`config.mk`:
```
export PLATFORM = sky130hd
export DESIGN_NAME = line_edit_buffer
export DESIGN_NICKNAME = d
export VERILOG_FILES = /design/src/sv/leb_pkg.sv /design/src/sv/leb_ctrl.sv /design/src/sv/leb_dp.sv /design/src/sv/line_edit_buffer.sv
export SDC_FILE = /design/constraint.sdc
export NUM_CORES = 1
export LEC_CHECK = 0
export ABC_AREA = 1
export BUFFER_PORTS_ARGS = -buffer_cell sky130_fd_sc_hd__buf_2
export CELL_PAD_IN_SITES_DETAIL_PLACEMENT = 1
export CELL_PAD_IN_SITES_GLOBAL_PLACEMENT = 2
export CORE_ASPECT_RATIO = 0.7
export CORE_UTILIZATION = 42
export DETAILED_ROUTE_END_ITERATION = 16
export PLACE_DENSITY_LB_ADDON = 0.1
export REMOVE_ABC_BUFFERS = 1
export SKIP_CTS_REPAIR_TIMING = 1
export SLEW_MARGIN = 40
export SYNTH_ARGS = -nofsm -noshare
export SYNTH_HDL_FRONTEND = slang
export SYNTH_SLANG_ARGS = --single-unit
```
`constraint.sdc`:
```
create_clock -name clk -period 3.3 [get_ports clk]
set_clock_uncertainty 0.15 [all_clocks]
set_input_delay 0.165 -clock clk [delete_from_list [all_inputs] [get_ports clk]]
set_output_delay 0.165 -clock clk [all_outputs]
set_load 0.05 [all_outputs]
```
`src/sv/leb_pkg.sv`:
```
// Shared types and constants for the line edit buffer.
`timescale 1ns / 1ps

package leb_pkg;

	localparam int unsigned CHAR_W = 8;
	localparam int unsigned CFG_IDX_W = 1;

	localparam logic [CFG_IDX_W-1:0] REG_ERASE = 1'b0;
	localparam logic [CFG_IDX_W-1:0] REG_KILL  = 1'b1;

	localparam logic [CHAR_W-1:0] ERASE_RST    = 8'h23;
	localparam logic [CHAR_W-1:0] KILL_RST     = 8'h40;
	localparam logic [CHAR_W-1:0] NEWLINE_CODE = 8'h0A;

	typedef logic [CHAR_W-1:0] char_t;

	// controller to datapath
	typedef struct packed {
		logic store;
		logic erase;
		logic kill;
		logic advance;
		logic finish;
	} leb_cmd_t;

	// datapath to controller
	typedef struct packed {
		logic is_erase;
		logic is_kill;
		logic flush_hit;
		logic last;
	} leb_stat_t;

endpackage

```
`src/sv/leb_ctrl.sv`:
```
// Controller state machine: takes characters, sequences a line flush.
`timescale 1ns / 1ps

module leb_ctrl (
	input  logic              clk,
	input  logic              arst_n,
	input  logic              in_valid,
	output logic              in_ready,
	output logic              out_valid,
	input  logic              out_ready,
	input  leb_pkg::leb_stat_t stat,
	output leb_pkg::leb_cmd_t  cmd
);
	import leb_pkg::*;

	localparam logic [1:0] ST_IDLE  = 2'd0;
	localparam logic [1:0] ST_PRIME = 2'd1;
	localparam logic [1:0] ST_FLUSH = 2'd2;

	logic [1:0] state_q;
	logic [1:0] state_d;

	always_comb begin
		state_d   = state_q;
		in_ready  = 1'b0;
		out_valid = 1'b0;
		cmd       = '0;
		unique case (state_q)
			ST_IDLE: begin
				in_ready = 1'b1;
				if (in_valid) begin
					if (stat.is_erase) begin
						cmd.erase = 1'b1;
					end else if (stat.is_kill) begin
						cmd.kill = 1'b1;
					end else begin
						cmd.store = 1'b1;
						if (stat.flush_hit) begin
							state_d = ST_PRIME;
						end
					end
				end
			end
			// wait out the registered read of the first entry
			ST_PRIME: begin
				state_d = ST_FLUSH;
			end
			ST_FLUSH: begin
				out_valid = 1'b1;
				if (out_ready) begin
					if (stat.last) begin
						cmd.finish = 1'b1;
						state_d    = ST_IDLE;
					end else begin
						cmd.advance = 1'b1;
					end
				end
			end
			default: begin
				state_d = ST_IDLE;
			end
		endcase
	end

	always_ff @(posedge clk or negedge arst_n) begin
		if (!arst_n) begin
			state_q <= ST_IDLE;
		end else begin
			state_q <= state_d;
		end
	end

endmodule

```
`src/sv/leb_dp.sv`:
```
// Datapath: control registers, line store, fill count and read pointer.
`timescale 1ns / 1ps

module leb_dp #(
	parameter int unsigned LINE_CAPACITY = 64
) (
	input  logic                       clk,
	input  logic                       arst_n,
	input  logic                       cfg_wr_en,
	input  logic [leb_pkg::CFG_IDX_W-1:0] cfg_index,
	input  leb_pkg::char_t             cfg_data,
	input  leb_pkg::char_t             in_char,
	input  leb_pkg::leb_cmd_t          cmd,
	output leb_pkg::leb_stat_t         stat,
	output leb_pkg::char_t             out_char,
	output logic                       last_of_run
);
	import leb_pkg::*;

	localparam int unsigned AW = (LINE_CAPACITY > 1) ? $clog2(LINE_CAPACITY) : 1;
	localparam int unsigned FW = $clog2(LINE_CAPACITY + 1);

	char_t          erase_q;
	char_t          kill_q;
	logic [FW-1:0]  fill_q;
	logic [AW-1:0]  ptr_q;
	logic [AW-1:0]  rd_addr;
	char_t          rd_data_q;
	char_t          line_mem [LINE_CAPACITY];

	always_ff @(posedge clk or negedge arst_n) begin
		if (!arst_n) begin
			erase_q <= ERASE_RST;
			kill_q  <= KILL_RST;
		end else if (cfg_wr_en) begin
			unique case (cfg_index)
				REG_ERASE: erase_q <= cfg_data;
				REG_KILL:  kill_q  <= cfg_data;
				default: ;
			endcase
		end
	end

	always_comb begin
		stat.is_erase  = (in_char == erase_q);
		stat.is_kill   = (in_char == kill_q);
		stat.flush_hit = (in_char == NEWLINE_CODE) || (fill_q == FW'(LINE_CAPACITY - 1));
		stat.last      = ((FW'(ptr_q) + FW'(1)) == fill_q);
	end

	always_ff @(posedge clk or negedge arst_n) begin
		if (!arst_n) begin
			fill_q <= '0;
			ptr_q  <= '0;
		end else begin
			if (cmd.store) begin
				fill_q <= fill_q + FW'(1);
			end else if (cmd.erase) begin
				if (fill_q != '0) begin
					fill_q <= fill_q - FW'(1);
				end
			end else if (cmd.kill || cmd.finish) begin
				fill_q <= '0;
			end
			if (cmd.finish) begin
				ptr_q <= '0;
			end else if (cmd.advance) begin
				ptr_q <= ptr_q + AW'(1);
			end
		end
	end

	// fetch the next entry as soon as the current beat is taken
	assign rd_addr = cmd.advance ? (ptr_q + AW'(1)) : ptr_q;

	always_ff @(posedge clk) begin
		if (cmd.store) begin
			line_mem[fill_q[AW-1:0]] <= in_char;
		end
		rd_data_q <= line_mem[rd_addr];
	end

	assign out_char    = rd_data_q;
	assign last_of_run = stat.last;

endmodule

```
`src/sv/line_edit_buffer.sv`:
```
// Top level of the line edit buffer.
`timescale 1ns / 1ps

// Terminal-style line editor. Characters are taken one per cycle while no line
// is being flushed: the erase character drops the last stored character (none
// at the start of a line), the kill character empties the line, and any other
// character, newline included, is stored. Erase wins when erase and kill codes
// match. A stored newline, or a store that reaches LINE_CAPACITY characters,
// flushes the line in order on the output channel with last_of_run set on its
// final beat, and the next line starts empty. A flush holds off input until
// its last beat is taken: a prime state waits out the first read of the line
// memory, then one beat per cycle, unless the output stalls, comes from its
// registered read port. Control registers reset to '#' (erase) and '@' (kill).

module line_edit_buffer #(
	parameter int unsigned LINE_CAPACITY = 64
) (
	input  logic                          clk,
	input  logic                          arst_n,
	input  logic                          cfg_wr_en,
	input  logic [leb_pkg::CFG_IDX_W-1:0] cfg_index,
	input  logic [7:0]                    cfg_data,
	input  logic                          in_valid,
	output logic                          in_ready,
	input  logic [7:0]                    in_char,
	output logic                          out_valid,
	input  logic                          out_ready,
	output logic [7:0]                    out_char,
	output logic                          last_of_run
);
	import leb_pkg::*;

	leb_cmd_t  cmd;
	leb_stat_t stat;

	leb_ctrl u_ctrl (
		.clk       (clk),
		.arst_n    (arst_n),
		.in_valid  (in_valid),
		.in_ready  (in_ready),
		.out_valid (out_valid),
		.out_ready (out_ready),
		.stat      (stat),
		.cmd       (cmd)
	);

	leb_dp #(
		.LINE_CAPACITY (LINE_CAPACITY)
	) u_dp (
		.clk         (clk),
		.arst_n      (arst_n),
		.cfg_wr_en   (cfg_wr_en),
		.cfg_index   (cfg_index),
		.cfg_data    (cfg_data),
		.in_char     (in_char),
		.cmd         (cmd),
		.stat        (stat),
		.out_char    (out_char),
		.last_of_run (last_of_run)
	);

endmodule

```
# Word-level counts from Yosys, hierarchy flattened
# Memory sizes are Yosys's and may differ from the RTL's. A register that Yosys moved wholly into a read port is not among the register bits.
# Cells that the tools add are included.
op_classes:
  multipliers: 0
  n_addsub: 4
  shifts: 0
  muxes: 28
  div_mod_pow: 0
  n_lt_le_gt_ge: 0
  bitwise_logic: 1
  reduce_logical: 9
  eq_ne: 14
ops:
  columns: ["op", "n"]
  rows:
  - ["$mux 7", 4]
  - ["$eq 8x8->1", 2]
  - ["$mux 2", 8]
  - ["$mux 6", 2]
  - ["$ne 2x2->1 const B", 6]
  - ["$mux 1", 11]
  - ["$eq 8x4->1 const B", 1]
  - ["$add 6x1->7 const B", 1]
  - ["$add 7x1->7 const B", 1]
  - ["$eq 7x6->1 const B", 1]
  - ["$eq 7x7->1", 1]
  - ["$reduce_bool 7->1", 1]
  - ["$sub 7x1->7 const B", 1]
  - ["$add 6x1->6 const B", 1]
  - ["$mux 3", 2]
  - ["$pmux 2 s3", 1]
  - ["$reduce_and 2->1", 3]
  - ["$reduce_and 6->1", 1]
  - ["$ne 3x1->1 const B", 1]
  - ["$reduce_bool 3->1", 1]
  - ["$eq 2x1->1 const B", 1]
  - ["$eq 2x2->1 const B", 1]
  - ["$logic_not 2->1", 1]
  - ["$logic_or 1x1->1", 2]
  - ["$not 1->1", 1]
totals:
  output_inout_bits: 11
  input_bits: 22
  mem_count: 1
  mem_bits_rw: 512
  latch_bits: 0
  register_bits: 31
  mem_bits_ro: 0
mem_list:
  columns: ["memory", "depth", "word_bits", "read_ports", "rd_ports_with_merged_regs", "wr", "line", "source"]
  rows:
  - ["u_dp.line_mem", 64, 8, 1, 1, 1, "leb_dp.sv:29", "char_t line_mem [LINE_CAPACITY];"]

# Logic depth before layout (Yosys ltp)
# Gate-level depths: netlist of the first run.
depth:
  depth_word: 9
  ltp_mapped: 22
  depth_no_buf: 21

# Cells and area by module
# Synthesis of the first run repeated with hierarchy kept, for this count alone.
unflattened:
  hier_cells: 2498
  hier_area_um2: 24791.3
modules_own_cells:
  columns: ["module", "n_inst", "area_per_inst_um2", "cells_each"]
  rows:
  - ["leb_dp", 1, 24612.4, 2474]
  - ["leb_ctrl", 1, 178.9, 24]

# Worst setup path before layout of the first run
# No wires, ideal clock.
synth_path:
  path_type: "reg2reg"
  from: "register u_ctrl.state_q[1]"
  to: "memory u_dp.line_mem[11][0] (netlist name), enable pin"
  t_arrival_ns: 2.619
  path_buffers: 1
  path_stages_with_launch: 9
  setup_ns: 0.371
  required_ns: 2.779
  slack_ns: 0.161
  period_less_slack_ns: 3.139
  path_cell_list: "dfrtp_1 nor2_1 inv_1 nor2_1 nand3_1 inv_1 clkbuf_1 nand4_1 nor2_1"
synth_between:
  elab_chain_cells: 4
synth_lines:
  columns: ["item", "line", "source"]
  rows:
  - ["start, declared", "leb_ctrl.sv:20", "logic [1:0] state_q;"]
  - ["start signal, assigned", "leb_ctrl.sv:69", "state_q <= state_d;"]
  - ["$logic_not 2->1", "leb_ctrl.sv:28", "unique case (state_q)"]
  - ["$mux 3", "leb_ctrl.sv:28", null]
  - ["$mux 1", "leb_dp.sv:77", "if (cmd.store) begin"]
  - ["$mux 1 (not written as such)", "leb_dp.sv:78", "line_mem[fill_q[AW-1:0]] <= in_char;"]
  - ["end, declared", "leb_dp.sv:29", null]
# No other way between the ends.

# Worst setup path after layout of the first run
layout_path:
  from: "register u_dp.ptr_q[0]"
  to: "register u_dp.rd_data_q[7], in the netlist u_dp.out_char[7], read port of u_dp.line_mem"
layout_between:
  elab_chain_cells: 6
layout_lines:
  columns: ["item", "line", "source"]
  rows:
  - ["start, declared", "leb_dp.sv:26", "logic [AW-1:0] ptr_q;"]
  - ["start signal, assigned", "leb_dp.sv:68", "ptr_q <= ptr_q + AW'(1);"]
  - ["$add 6x1->7", "leb_dp.sv:48", "stat.last = ((FW'(ptr_q) + FW'(1)) == fill_q);"]
  - ["$eq 7x7->1", "leb_dp.sv:48", null]
  - ["$mux 1", "leb_ctrl.sv:51", "if (stat.last) begin"]
  - ["$mux 2", "leb_ctrl.sv:50", "if (out_ready) begin"]
  - ["$mux 2", "leb_ctrl.sv:28", null]
  - ["$mux 6 (*)", null, null]
  - ["end, declared", "leb_dp.sv:28", "char_t rd_data_q;"]
# Every way passes the cells marked *; elsewhere a longest branch is shown, timed or not.
# A chain may end at the register's enable or synchronous reset.

==> results.py, run 1 <==
metrics = {
    "setup_path": {
        "cp-start-kind": "register",
        "startpoint": "u_dp.ptr_q[0]",
        "cp-end-kind": "register",
        "crit_type": "reg2reg",
        "r2r_start": "u_dp.ptr_q[0]",
        "crit_fanout": 11,
        "worstPathRequired_ns": 3.71,
        "worst_ep_arrival_time_ns": 3.67,
    },
    "pwr": {
        "switchingPower_mw": 12.6,
        "comb_power_share": 0.497,
        "design_power_total_mw": 29.1,
        "power_switching_share": 0.433,
        "ir_drop_uv": 700,
        "seqPwrFrac": 0.275,
        "p_leak_nw": 12.9,
        "p_per_area_mw_per_mm2": 974,
        "p_int_mw": 16.5,
        "clkPwrFrac": 0.228,
    },
    "placed_design": {
        "dp_hpwl_mm": 52.1,
        "place_area_mm2": 0.0269,
        "port_buffers": 32,
        "place_inst": 3390,
        "routabilityCongestion": 0.841,
        "dp_worst_setup_slack_ns": -0.0966,
    },
    "floorplanning": {
        "start_util": 0.425,
        "ios": 33,
        "coreArea_mm2": 0.0584,
        "die_h_um": 205,
        "die_area_mm2": 0.0601,
        "die_x_um": 293,
        "rows": 74,
    },
    "synthesis": {
        "seq_area_frac_synth": 0.657,
        "yosysWarningCount": 0,
        "syn-cell-area_mm2": 0.0248,
        "syn_area_per_cell_um2": 9.88,
        "async_flop_share": 0.0563,
        "synth_edf_count": 512,
        "synth-main-ff-cell": "edfxtp_1",
        "postSynthCellCount": 2514,
        "synth_cell_type_count": 38,
        "ys_seq_elements": 551,
    },
    "routing": {
        "antenna_left": 0,
        "routed_wl_mm": 86.0,
        "route.vias.total": 18600,
        "avgViaCountPerCell": 5.24,
        "wl_per_cell_um": 24.3,
        "firstDrtPassIters": 7,
        "route.detailed.drc": 0,
        "drt_iter0_markers": 1632,
    },
    "final_layout": {
        "fin_nets": 2724,
        "fin_area_mm2": 0.0298,
        "n_fill_cell": 6389,
        "drive_gt1_frac": 0.137,
        "fin_cells": 3543,
        "final_util": 0.511,
        "diodes": 0,
        "areaGrowthSynthToFinish_pct": 20.1,
    },
    "timing": {
        "tightest_slew_ns": 0.866,
        "fin_crit_ns": 3.26,
        "slew_violations": 0,
        "hold_viol_final": 5,
        "worst_slack_ns": 0.0389,
        "tns_ns": 0,
        "setup_viol": 0,
        "fin_crit_sh": 0.988,
        "timing.hold.ws_ns": -0.0401,
        "fmax_mhz": 307,
        "rsz0062_at_grt": "true",
        "slew_headroom": 0.423,
    },
    "worst_hold_path": {
        "min_from": "in_valid",
        "hold_path_class": "in2reg",
    },
    "outcome": {
        "status": "finished with violations",
        "failed_checks": "negative hold slack",
    },
    "global_routing": {
        "use_met1": 0.414,
        "overflow": 0,
        "antenna_found_initial": 3,
        "track_usage": 0.272,
        "grt_max_degree": 65,
        "use_met3": 0.0489,
        "grt_pass1_wl_mm": 120,
        "grt_pass1_vias": 18200,
        "grt_busiest_layer": "met1",
        "met2_usage": 0.400,
    },
    "clock_network": {
        "cts_made_buffers": 56,
        "clkSinkCount": 551,
        "cts_tree": "done",
        "cts_buffer_depth": 3,
        "clk_latency_ns": 0.63,
        "clkSlewWorstSetupHoldPaths_ns": 0.06,
        "root_buffer": "clkbuf_16",
        "cts_max_level": 2,
    },
    "run": {
        "cap_violations": 0,
    },
}
-- cell usage after synthesis, types with 2 or more instances --
cell type,number,area [um^2]
nand2_1,573,2150
nand3_1,561,2810
inv_1,524,1970
edfxtp_1,512,15400
nor2_1,90,338
buf_2,59,295
o21ai_0,31,155
clkbuf_1,29,109
dfrtp_1,27,676
buf_4,22,165
nand4_1,10,62.6
xnor2_1,9,78.8
dfxtp_1,8,160
buf_1,6,22.5
or2_2,6,37.5
xor2_1,6,52.6
dfstp_2,4,105
ha_1,4,50.1
a21oi_1,3,15.0
nand2_2,3,18.8
nor4_1,3,18.8
o21ai_2,3,26.3
and3b_1,2,17.5
clkinv_1,2,7.51
inv_2,2,7.51
nand2_4,2,22.5
o22ai_1,2,12.5
-- path summary, 6_finish.rpt --
check                                     to  slack [ns]  depth (start not counted)
setup / recovery            u_dp.out_char[7]        0.04                         20
hold / removal                u_dp.fill_q[0]       -0.04                          5
hold reg to reg            u_ctrl.state_q[1]        0.35                          1
setup reg to reg            u_dp.out_char[7]        0.04                         20
max in group asynchronous    u_dp.erase_q[4]        2.32                          4
min in group asynchronous    u_dp.erase_q[0]        0.50                          3
-- power groups by stage --
stage	combinational (mW)	sequential, mW	clock [mW]
after floorplan	5.96	8.27	0
after global placement	12.0	8.14	0
after detailed placement	12.1	8.14	0
after CTS	12.2	8.00	6.72
after global routing	15.3	8.01	6.95
final	14.4	8.00	6.62
-- cell families (layout without fill, tap and decap cells) --
kind of cell	count (synthesis)	count (layout)	synth area share
adder cells (fa/ha/maj)	4	4	0.00201
XOR/XNOR	15	15	0.00529
AO/OA/AOI/OAI	45	45	0.0102
flip-flops	551	551	0.657
AND/OR/NAND/NOR	1254	1255	0.222
buffers and inverters	645	875	0.104
-- flip-flops by register name (all words and copies together), names as in the netlist --
| name | count |
|---|---|
| u_dp.out_char | 8 |
| u_dp.kill_q | 8 |
| u_dp.ptr_q | 6 |
| u_dp.line_mem | 512 |
| u_dp.erase_q | 8 |
| u_dp.fill_q | 7 |
| u_ctrl.state_q | 2 |
-- metal layers --
metal / share of wire / vias to the layer above
met5: 0.00012 / -
met4: 0.020 / 2
met3: 0.074 / 108
met2: 0.43 / 595
met1: 0.47 / 9327
li1: - / 8518
-- worst max-delay path, stage by stage, from the launching register on --
cell       delay [ns]
dfrtp_1          0.36
buf_4            0.19
inv_4            0.08
nor2_4           0.14
nand2_1          0.11
nand2_1          0.09
nand2_1          0.06
nand2_1          0.10
nor2_1           0.06
nand2_2          0.09
nand2_4          0.10
buf_4            0.18
o21ai_4          0.30
buf_12           0.20
clkbuf_16        0.21
nand2_1          0.07
nand3_1          0.12
nand3_2          0.14
nand3_1          0.12
nand3_1          0.17
nand2_1          0.11
-- placed cells by master, fill, tap and decap left out, drive strengths merged, types with 8 or more instances in the layout --
cell type / Yosys / layout
nand2: 578 / 579
nand3: 562 / 562
inv: 526 / 526
edfxtp: 512 / 512
buf: 88 / 213
nor2: 91 / 91
clkbuf: 29 / 84
o21ai: 35 / 35
dfrtp: 27 / 27
clkinv: 2 / 27
dlygate4sd3: 0 / 16
nand4: 10 / 10
xnor2: 9 / 9
dfxtp: 8 / 8
-- cell type report --
class                      count  area, um^2  share of cell area
timing repair buffer         242        2430              0.0814
sequential                   551       16300               0.547
clock inverter                34         349              0.0117
tap                          798         998              0.0335
multi-input combinational   1319        6240               0.209
clock buffer                  71        1520              0.0510
inverter                     528        1980              0.0665
Note: power is estimated with default switching activity, not from simulation.
==> run 2, diff against run 1 <==
--- a/config.mk
+++ b/config.mk
@@ -18,4 +18,5 @@
 export SLEW_MARGIN = 40
 export SYNTH_ARGS = -nofsm -noshare
 export SYNTH_HDL_FRONTEND = slang
+export SYNTH_HIERARCHICAL = 1
 export SYNTH_SLANG_ARGS = --single-unit
==> run 2 against run 1 <==
Against the previous run:
- clock power fell by 4.5%
- critical endpoint is now u_dp/out_char[7]
- final cell count is 1.4% higher
- the run ends with negative hold slack, negative setup slack left
- area after synthesis down 0.19%
- combinational power grew 15%
- via count grew 3.6%
- total power grew 6.5%
- global-route usage increased by 0.26 points
- routed wire length up 3.5%
- first-iteration DRC count rose by 18%
- die area shrank 0.19%
- final area up 7.4%
==> results.py, run 2 <==
metrics = {
    "synthesis": {
        "synth_edf_count": 512,
        "netlist_top_cells_area": "edfxtp_1 (62%), nand3_1 (11%), nand2_1 (8.6%)",
        "seq_area_frac_synth": 0.658,
        "syn_area_per_cell_um2": 9.92,
        "yosysWarningCount": 6,
        "synth-main-ff-cell": "edfxtp_1",
        "ys_seq_elements": 551,
        "synth_top_cell_area_share": 0.620,
        "syn-cell-area_mm2": 0.0248,
        "synth.most_common_cell": "nand2_1",
        "postSynthCellCount": 2498,
        "async_flop_share": 0.0563,
        "synth_common_cells": "nand2_1 (565), nand3_1 (542), inv_1 (515)",
        "synth_top_cell_by_area": "edfxtp_1",
        "synth_cell_type_count": 40,
    },
    "setup_path": {
        "cp-start-kind": "register",
        "crit_fanout": 8,
        "cp-end-kind": "register",
        "r2r_cells": 20,
        "crit_type": "reg2reg",
        "worstPathRequired_ns": 3.71,
        "worst_ep_arrival_time_ns": 3.88,
    },
    "global_routing": {
        "overflow": 0,
        "grt_pass1_vias": 18900,
        "grt_max_degree": 66,
        "grt_pass1_wl_mm": 121,
        "antenna_found_initial": 1,
        "track_usage": 0.275,
    },
    "floorplanning": {
        "die_x_um": 292,
        "coreArea_mm2": 0.0583,
        "rows": 74,
        "start_util": 0.425,
        "die_h_um": 205,
        "die_area_mm2": 0.0600,
        "ios": 33,
    },
    "clock_network": {
        "cts_made_buffers": 56,
        "clkSinkCount": 551,
        "root_buffer": "clkbuf_16",
        "clk_latency_ns": 0.62,
        "clkSlewWorstSetupHoldPaths_ns": 0.06,
        "cts_buffer_depth": 3,
        "cts_max_level": 2,
        "cts_tree": "done",
    },
    "pwr": {
        "ir_drop_uv": 660,
        "p_per_area_mw_per_mm2": 966,
        "power_switching_share": 0.418,
        "p_leak_nw": 13.8,
        "switchingPower_mw": 13.0,
        "comb_power_share": 0.534,
        "clkPwrFrac": 0.204,
        "seqPwrFrac": 0.262,
        "p_int_mw": 18.0,
    },
    "timing": {
        "tightest_slew_ns": 0.837,
        "fmax_mhz": 288,
        "fin_crit_ns": 3.47,
        "worst_slack_ns": -0.172,
        "hold_viol_final": 8,
        "slew_violations": 0,
        "slew_headroom": 0.442,
        "timing.hold.ws_ns": -0.00372,
        "setup_viol": 8,
        "rsz0062_at_grt": "true",
        "fin_crit_sh": 1.05,
        "tns_ns": -1.06,
    },
    "final_layout": {
        "final_util": 0.549,
        "fin_nets": 2813,
        "largest_reg_flops": 512,
        "drive_gt1_frac": 0.223,
        "areaGrowthSynthToFinish_pct": 29.2,
        "layout_commonest_cell": "nand2_1",
        "final_cell_mix": "nand2_1 (551), inv_1 (515), edfxtp_1 (512)",
    },
    "routing": {
        "firstDrtPassIters": 5,
        "routed_wl_mm": 89.0,
        "avgViaCountPerCell": 5.35,
        "route.vias.total": 19200,
        "wl_per_cell_um": 24.8,
        "route.detailed.drc": 0,
        "drt_iter0_markers": 1919,
        "antenna_left": 0,
    },
    "worst_hold_path": {
        "hold_path_class": "in2async",
    },
    "outcome": {
        "failed_checks": "negative hold slack, negative setup slack",
        "status": "finished with violations",
    },
    "run": {
        "cap_violations": 0,
    },
    "placed_design": {
        "dp_worst_setup_slack_ns": -0.550,
        "dp_hpwl_mm": 55.1,
        "routabilityCongestion": 0.856,
        "port_buffers": 32,
    },
}
## run 2: cell type report
cell class / count / area, um^2
Inverter: 521 / 1970
Fill cell: 6303 / 26300
Antenna cell: 2 / 5.00
Clock buffer: 71 / 1510
Multi-Input combinational cell: 1310 / 7310
Timing Repair Buffer: 347 / 3710
Sequential cell: 551 / 16300
Tap cell: 760 / 951
Clock inverter: 30 / 265
## run 2: power groups by stage
stage,Sequential [mW],Clock (mW),Combinational (mW)
after detailed placement,8.24,0,12.1
after global routing,8.12,6.66,17.4
after floorplan,8.37,0,5.65
after CTS,8.10,6.44,12.2
final,8.10,6.32,16.5
after global placement,8.23,0,12.0
## run 2: per-stage QoR
| stage | total power, mW | cells | cell area [um^2] | hold slack, ns |
|---|---|---|---|---|
| floorplan | 14.0 | 2381 | 24200 | -0.281 |
| global placement | 20.2 | 3409 | 27700 | 0.110 |
| detailed placement | 20.4 | 3409 | 27700 | 0.116 |
| CTS | 26.7 | 3510 | 29500 | -0.530 |
| global route | 32.2 | 3590 | 32000 | 0.0226 |
| finish | 31.0 | 3592 | 32000 | -0.00372 |
## run 2: cells by family (layout without fill, tap and decap cells)
logic type      after synthesis  count (layout)  share of synthesized area
compound gates               52              52                     0.0121
xor+xnor                     20              20                    0.00707
fa+ha+maj                     4               4                    0.00202
buf+inv                     638             969                      0.102
flops                       551             551                      0.658
other cells                   0               2                          0
simple gates               1233            1234                      0.219
## run 2: path summary, 6_finish.rpt
path | startpoint | to | slack, ns
worst max-delay path | u_dp/ptr_q[0] | u_dp/out_char[7] | -0.17
worst min-delay path | arst_n | u_dp/ptr_q[1] | -0.004
worst max register to register | u_dp/ptr_q[0] | u_dp/out_char[7] | -0.17
max in group asynchronous | arst_n | u_dp/kill_q[2] | 2.55
min in group clk | cfg_wr_en | u_dp/erase_q[1] | 0.01
worst min register to register | u_dp/kill_q[6] | u_dp/kill_q[6] | 0.35
## run 2: critical path, stage by stage (launching register included)
cell,delay (ns)
dfrtp_1,0.38
buf_6,0.12
nand4_1,0.13
nor2_1,0.18
xor2_1,0.23
xor2_1,0.24
nor2_2,0.07
nor3b_2,0.18
buf_6,0.17
clkinv_8,0.08
buf_4,0.14
o21ai_4,0.16
buf_12,0.19
buf_16,0.18
buf_8,0.15
nand3_1,0.13
nand3_2,0.11
nand3_4,0.11
nand3_4,0.11
nand3_4,0.11
nand2_1,0.08
## run 2: routing by layer
layer,vias to the layer above,GRT usage,wire (um)
met1,9716,0.409,41300
met4,0,0.0712,2080
met5,-,0,0
li1,8717,-,-
met2,670,0.414,39100
met3,112,0.0499,6510
==> run 3, diff against run 2 <==
--- a/config.mk
+++ b/config.mk
@@ -7,12 +7,12 @@
 export LEC_CHECK = 0
 export ABC_AREA = 1
 export BUFFER_PORTS_ARGS = -buffer_cell sky130_fd_sc_hd__buf_2
-export CELL_PAD_IN_SITES_DETAIL_PLACEMENT = 1
-export CELL_PAD_IN_SITES_GLOBAL_PLACEMENT = 2
+export CELL_PAD_IN_SITES_DETAIL_PLACEMENT = 0
+export CELL_PAD_IN_SITES_GLOBAL_PLACEMENT = 1
 export CORE_ASPECT_RATIO = 0.7
-export CORE_UTILIZATION = 42
+export CORE_UTILIZATION = 50
 export DETAILED_ROUTE_END_ITERATION = 16
-export PLACE_DENSITY_LB_ADDON = 0.1
+export PLACE_DENSITY = 0.78
 export REMOVE_ABC_BUFFERS = 1
 export SKIP_CTS_REPAIR_TIMING = 1
 export SLEW_MARGIN = 40
==> run 3 against run 2 <==
Against the previous run:
- the run still ends with negative hold slack, negative setup slack left
- critical path depth shrank 1
- first-iteration DRC count is 15% higher
- critical path type unchanged
- register-to-register slack improved by 0.11 ns
==> results.py, run 3 (synthesis results as in run 2) <==
metrics = {
    "clock_network": {
        "cts_tree": "done",
        "clk_latency_ns": 0.61,
        "cts_made_buffers": 53,
        "clkSinkCount": 551,
        "cts_buffer_depth": 3,
        "root_buffer": "clkbuf_16",
        "cts_max_level": 2,
        "clkSlewWorstSetupHoldPaths_ns": 0.06,
    },
    "placed_design": {
        "dp_worst_setup_slack_ns": -0.418,
        "dp_hpwl_mm": 43.0,
        "routabilityCongestion": 0.906,
        "port_buffers": 32,
    },
    "run": {
        "cap_violations": 0,
    },
    "worst_hold_path": {
        "holdPathStages": 4,
        "hold_path_class": "in2reg",
    },
    "pwr": {
        "ir_drop_uv": 618,
        "design_power_total_mw": 27.0,
        "p_leak_nw": 12.9,
        "p_per_area_mw_per_mm2": 899,
    },
    "setup_path": {
        "r2r_slack_ns": -0.07,
        "r2r_end": "u_dp/out_char[4]",
        "cp-end-kind": "register",
        "worst_ep_arrival_time_ns": 3.77,
        "endpoint": "u_dp/out_char[4]",
        "crit_fanout": 13,
        "r2r_start": "u_dp/ptr_q[0]",
        "crit_type": "reg2reg",
        "r2r_cells": 19,
        "worstPathRequired_ns": 3.71,
        "startpoint": "u_dp/ptr_q[0]",
        "cp-start-kind": "register",
    },
    "final_layout": {
        "layout_commonest_cell": "nand2_1",
        "drive_gt1_frac": 0.176,
        "areaGrowthSynthToFinish_pct": 21.3,
        "largest_reg_flops": 512,
        "fin_nets": 2695,
        "diodes": 0,
        "final_cell_mix": "nand2_1 (555), inv_1 (515), edfxtp_1 (512)",
    },
    "global_routing": {
        "track_usage": 0.270,
        "grt_max_degree": 66,
        "antenna_found_initial": 1,
        "grt_pass1_vias": 16700,
        "grt_pass1_wl_mm": 102,
        "overflow": 0,
    },
    "routing": {
        "route.vias.total": 18200,
        "routed_wl_mm": 71.1,
        "drt_iter0_markers": 2203,
        "wl_per_cell_um": 21.1,
        "avgViaCountPerCell": 5.41,
        "route.detailed.drc": 0,
        "antenna_left": 0,
        "firstDrtPassIters": 5,
    },
    "floorplanning": {
        "rows": 67,
        "ios": 33,
        "die_h_um": 188,
        "start_util": 0.513,
        "coreArea_mm2": 0.0484,
        "die_area_mm2": 0.0505,
        "die_x_um": 268,
    },
    "timing": {
        "rsz0062_at_grt": "true",
        "hold_viol_final": 2,
        "timing.hold.ws_ns": -0.0140,
        "fin_crit_sh": 1.02,
        "setup_viol": 7,
        "slew_headroom": 0.436,
        "tns_ns": -0.205,
        "worst_slack_ns": -0.0656,
        "fmax_mhz": 297,
        "fin_crit_ns": 3.37,
        "tightest_slew_ns": 0.843,
        "slew_violations": 0,
    },
    "outcome": {
        "status": "finished with violations",
        "failed_checks": "negative hold slack, negative setup slack",
    },
}
[run 3: changes by cell type in the layout (fill, tap and decap cells not counted), sizes merged]
cell | before | now
buf | 310 | 202
clkinv | 30 | 13
clkinvlp | 0 | 4
inv | 516 | 519
bufinv | 5 | 3
diode | 2 | 0
dlygate4sd3 | 17 | 19
[run 3: report_power, final]
group	internal (mW)	switching (mW)
clock network	3.52	2.64
logic	4.63	8.17
registers	7.91	0.149
[run 3: layer usage]
metal | GRT usage | up-vias | share of wire
met3 | 0.0561 | 96 | 0.10
met1 | 0.415 | 8784 | 0.44
met4 | 0.0657 | 2 | 0.020
li1 | - | 8463 | -
met5 | 0 | - | 0.00018
met2 | 0.391 | 867 | 0.44
[run 3: stage by stage]
| step | area, um^2 | hold WS (ns) | std cells | util |
|---|---|---|---|---|
| global placement | 26700 | 0.107 | 3209 | 0.551 |
| CTS | 28400 | -0.526 | 3309 | 0.588 |
| floorplan | 24200 | -0.281 | 2381 | - |
| detailed placement | 26700 | 0.135 | 3211 | 0.552 |
| global route | 30100 | 0.0358 | 3367 | 0.622 |
| finish | 30100 | -0.0140 | 3367 | 0.622 |
[run 3: layout make-up]
cell class                      count  area (um^2)
Timing Repair Buffer              232         2450
Multi-Input combinational cell   1310         6770
Sequential cell                   551        16300
Fill cell                        3899        18300
Tap cell                          655          820
Clock inverter                     18          179
Clock buffer                       80         1570
Inverter                          521         1960
[run 3: worst min path at each step]
| stage | from | endpoint |
|---|---|---|
| finish | cfg_wr_en | u_dp/erase_q[5] |
| global route | in_char[6] | u_dp/line_mem[16][6] |
| CTS | arst_n | u_dp/erase_q[2] |
| detailed placement | arst_n | u_dp/erase_q[7] |
| global placement | arst_n | u_dp/kill_q[3] |
| floorplan | arst_n | u_ctrl/state_q[0] |
[run 3: critical path, cell delays in order (launching register included)]
cell	delay, ns
dfrtp_1	0.43
buf_6	0.12
nand4_1	0.12
nor2_2	0.17
xor2_2	0.21
xor2_1	0.21
nor2_2	0.08
nor3b_4	0.22
buf_6	0.14
inv_4	0.05
buf_12	0.12
o21ai_4	0.23
buf_6	0.18
clkbuf_16	0.18
nand3_1	0.08
nand3_1	0.09
nand3_1	0.22
nand3_2	0.15
nand3_2	0.10
nand2_1	0.08
